`src/rtl/icms_pkg.sv`:
```
// shared types and constants for the inversion counter
// no dependencies

package icms_pkg;

  localparam int unsigned ValueW = 32;
  localparam int unsigned TotalW = 19;
  localparam int unsigned SeenW  = 11;

  localparam logic [TotalW-1:0] TotalMax = {TotalW{1'b1}};
  localparam logic [SeenW-1:0]  SeenMax  = {SeenW{1'b1}};

  // control part of a probe that walks down the cell row
  typedef struct packed {
    logic valid;  // probe present in this stage
    logic cmp;    // probe carries a stored element and counts against older ones
    logic last;   // final item of the sequence
  } probe_ctl_t;

endpackage

```
`src/rtl/icms_cell.sv`:
```
// one cell of the row: holds the element whose arrival index equals CELL_IDX
// and counts older elements greater than a passing probe; uses icms_pkg

module icms_cell #(
  parameter int unsigned CNT_W    = 10,
  parameter int unsigned CELL_IDX = 0
) (
  input  logic                                clk_i,
  input  logic                                rst_ni,
  input  icms_pkg::probe_ctl_t                ctl_i,
  input  logic signed [icms_pkg::ValueW-1:0]  value_i,
  input  logic        [CNT_W-1:0]             idx_i,
  input  logic        [CNT_W-1:0]             cnt_i,
  output icms_pkg::probe_ctl_t                ctl_o,
  output logic signed [icms_pkg::ValueW-1:0]  value_o,
  output logic        [CNT_W-1:0]             idx_o,
  output logic        [CNT_W-1:0]             cnt_o
);

  localparam logic [CNT_W-1:0] MyIdx = CNT_W'(CELL_IDX);

  logic signed [icms_pkg::ValueW-1:0] held_q;
  icms_pkg::probe_ctl_t               ctl_q;
  logic signed [icms_pkg::ValueW-1:0] value_q;
  logic        [CNT_W-1:0]            idx_q;
  logic        [CNT_W-1:0]            cnt_q;
  logic        [CNT_W-1:0]            cnt_d;
  logic                               hit;

  // only cells holding older elements take part in the count
  assign hit   = ctl_i.valid && ctl_i.cmp && (MyIdx < idx_i) && (held_q > value_i);
  assign cnt_d = hit ? cnt_i + CNT_W'(1) : cnt_i;

  always_ff @(posedge clk_i or negedge rst_ni) begin
    if (!rst_ni) begin
      ctl_q <= '0;
    end else begin
      ctl_q <= ctl_i;
    end
  end

  always_ff @(posedge clk_i) begin
    value_q <= value_i;
    idx_q   <= idx_i;
    cnt_q   <= cnt_d;
    if (ctl_i.valid && ctl_i.cmp && (idx_i == MyIdx)) begin
      held_q <= value_i;
    end
  end

  assign ctl_o   = ctl_q;
  assign value_o = value_q;
  assign idx_o   = idx_q;
  assign cnt_o   = cnt_q;

endmodule

```
`config.mk`:
```
export PLATFORM = sky130hd
export DESIGN_NAME = icms_cell
export DESIGN_NICKNAME = d
export VERILOG_FILES = /design/src/rtl/icms_pkg.sv /design/src/rtl/icms_cell.sv
export SDC_FILE = /design/constraint.sdc
export NUM_CORES = 1
export LEC_CHECK = 0
export ABC_AREA = 1
export BUFFER_PORTS_ARGS = -buffer_cell sky130_fd_sc_hd__buf_2
export CORE_AREA = 2 2 108 68
export CTS_BUF_LIST = sky130_fd_sc_hd__clkbuf_16
export CTS_CLUSTER_SIZE = 14
export DETAILED_ROUTE_END_ITERATION = 16
export DIE_AREA = 0 0 110 70
export PLACE_DENSITY = 0.8
export SKIP_CTS_REPAIR_TIMING = 1
export SYNTH_ARGS = -nofsm -noshare
export SYNTH_HDL_FRONTEND = slang
export SYNTH_SLANG_ARGS = --single-unit
```
`constraint.sdc`:
```
create_clock -name clk_i -period 4.52 [get_ports clk_i]
set_input_delay 0.226 -clock clk_i [delete_from_list [all_inputs] [get_ports clk_i]]
set_output_delay 0.226 -clock clk_i [all_outputs]
set_load 0.1 [all_outputs]
```
==> flow_summary.toml <==
[routing]
drt_iter0_markers = 106
detail_route.drc_violations = 0
route.antenna.remaining_nets = 0
detailroute.via_count = 2462
avgViaCountPerCell = 4.65
drt_first_pass_iters = 4
drt-total-wl_um = 6990
routed_wirelength_normalized_by_instance_count_um = 13.2

[floorplan]
initial_utilization_pct = 49.0
placeableCoreArea_um2 = 6880
die_width_um = 110
design.portCount = 112
placement_rows = 24
die_area_um2 = 7700
die_y_um = 70

[cells_and_area]
diodes = 0
final-instance-count-excl-fill = 529
final_nets = 523
layout_commonest_cell = "buf_2"
most-common-layout-cells = "buf_2, nand2_1, dfxtp_1"
drive_above_1_share_pct = 32.4
layout-area-overhead-vs-synth_pct = 30.6
num-fill-cells = 557

[timing]
tns_ns = 0
final.setup.worst_slack_ns = 2.47
worst-slew-pin-transition_ns = 0.898
share_of_the_cycle_needed_by_the_critical_path_after_routing_pct = 45.4
fmax_mhz = 487
timing.max_slew.rel_slack_pct = 39.9
setup_viol = 0
fin_skew_ns = 0.00774
final.min_clock_period_ns = 2.05
maxSlewViolCount = 0
timing.final.hold_violations = 0
setup_repair_after_global_routing_missed_its_margin = "no"

[clock_network]
cts.htree.levels = 3
tritoncts_clock_tree = "yes"
clkTransAtPathRegs_ns = 0.06
cts.path.max_buffers = 2
cts_num_sinks = 87
clk_latency_ns = 0.33
numCtsBuffers = 9
root_buffer = "clkbuf_16"

[setup_path]
endpoint = "cnt_o[2]"
worst-endpoint-required_ns = 4.74
reg2reg_to = "cnt_o[2]"
critPathLaunchType = "flip-flop"
timing.critical_path.fanout_max = 11
cp-startpoint = "held_q[31]"
r2r_start = "held_q[31]"
worst-r2r-cell-count = 11
worst-r2r-setup-slack_ns = 2.47
crit_type = "reg2reg"
crit_path_end_kind = "flip-flop"
worstPathArrival_ns = 2.27

[status]
run_status = "complete, no violations"

[logic_synthesis]
synth.net_count = 395
leading_register_cell_type_out_of_synthesis = "dfxtp_1"
syn_inst = 305
post_synth.cell_area_avg_um2 = 11.1
synth_warnings = 0
syn-cell-area_um2 = 3370
synthDistinctLibCells = 29
ys_seq_elements = 87
ys_seq_area_share_pct = 61.6
asyncSetResetFlopFracSynth_pct = 3.45
synth_enable_flop_cells = 32

[hold_path]
hp-class = "in2reg"

[grt]
global_route.usage.total_pct = 19.2
global_route.overflow_total = 0
antenna_found_initial = 0
via_count_of_the_first_global_routing_pass = 2400
pin_count_of_the_biggest_net_entering_global_routing = 33
grt_first_pass_wirelength_um = 11100

[place]
placed_cells = 506
pre_cts_slack_ns = 2.47
placer_s_final_routability_congestion_estimate = 0.772
placement.io_buffers = 111
detailed_place_hpwl_um = 5250

[job]
drv_cap = 0

[power]
power.total_w = 0.00191
leakagePower_nw = 2.19
vdd_drop_max_v = 0.000342
power_per_cell_area_nw_per_um2 = 433
## registers in the layout, summed over array words and instances (netlist names)
signal	count
value_o	32
held_q	32
ctl_o	3
idx_o	10
cnt_o	10
## layout make-up
type | count | area (um2) | share of cell area, %
Clock inverter | 6 | 42.5 | 0.966
Multi-Input combinational cell | 168 | 1110 | 25.2
Inverter | 48 | 180 | 4.09
Sequential cell | 87 | 2080 | 47.1
Tap cell | 91 | 114 | 2.58
Clock buffer | 10 | 250 | 5.68
Timing Repair Buffer | 119 | 633 | 14.4
## cell usage after synthesis (3+ instances only)
cell	n	area, um2
nand2_1	60	225
dfxtp_1	52	1040
inv_1	43	161
ha_1	33	413
edfxtp_1	32	961
nor2_1	16	60.1
nand4_1	13	81.3
a21oi_1	12	60.1
nand3_1	7	35.0
inv_2	4	15.0
nor3_1	4	20.0
xnor2_1	4	35.0
xor2_1	4	35.0
dfrtp_1	3	75.1
## worst min path at each step
stage	from	endpoint	slack, ns	depth (start not counted)
2_1_floorplan	rst_ni	ctl_o[0]	-0.07	0
3_3_place_gp	rst_ni	ctl_o[0]	0.02	1
3_5_place_dp	rst_ni	ctl_o[1]	0.03	1
4_1_cts	rst_ni	ctl_o[2]	-0.34	1
5_1_grt	ctl_i[1]	ctl_o[1]	-0.0009	1
6_report	idx_i[2]	idx_o[2]	0.01	1
## critical path: stages, from the launching register on
cell and delay [ns]:
edfxtp_1 0.38, ha_1 0.35, nand2_1 0.10, nor2_2 0.14, and2_4 0.16, inv_2 0.05
nor2_2 0.08, nand2_2 0.08, nand3_2 0.21, nand4_4 0.22, nand2_1 0.12, nand2_1 0.05
## report_power, final
part / internal (W) / leakage (nW) / switching, W
Clock: 0.000407 / 0.142 / 0.000301
Sequential: 0.000840 / 0.761 / 0.00000634
Combinational: 0.0000666 / 1.28 / 0.000286
Total: 0.00131 / 2.19 / 0.000593
## cells by family (layout without fill, tap and decap cells)
family,after synthesis,after routing,synth area share (%)
DFF,87,87,61.6
AOI/OAI and AO/OA,18,18,3.27
and+or+nand+nor,109,109,15.1
xor gates and xnor gates,8,8,2.08
adders and majority gates,33,33,12.2
buffers and inverters,50,183,5.71
## per-stage QoR
stage	util (%)	hold WS (ns)	area [um2]
after floorplan	-	-0.0696	3370
after global placement	58.8	0.0204	4040
after detailed placement	58.8	0.0278	4040
after CTS	63.0	-0.336	4340
after global routing	64.1	-0.000916	4410
final	64.1	0.00965	4410
## routing by layer
layer | GRT usage, % | share of wire [%]
met1 | 26.1 | 49
met2 | 28.8 | 45
met3 | 6.72 | 5.5
met4 | 5.91 | 1.0
met5 | 0 | 0
No activity file was read; power rests on OpenSTA's default activity.
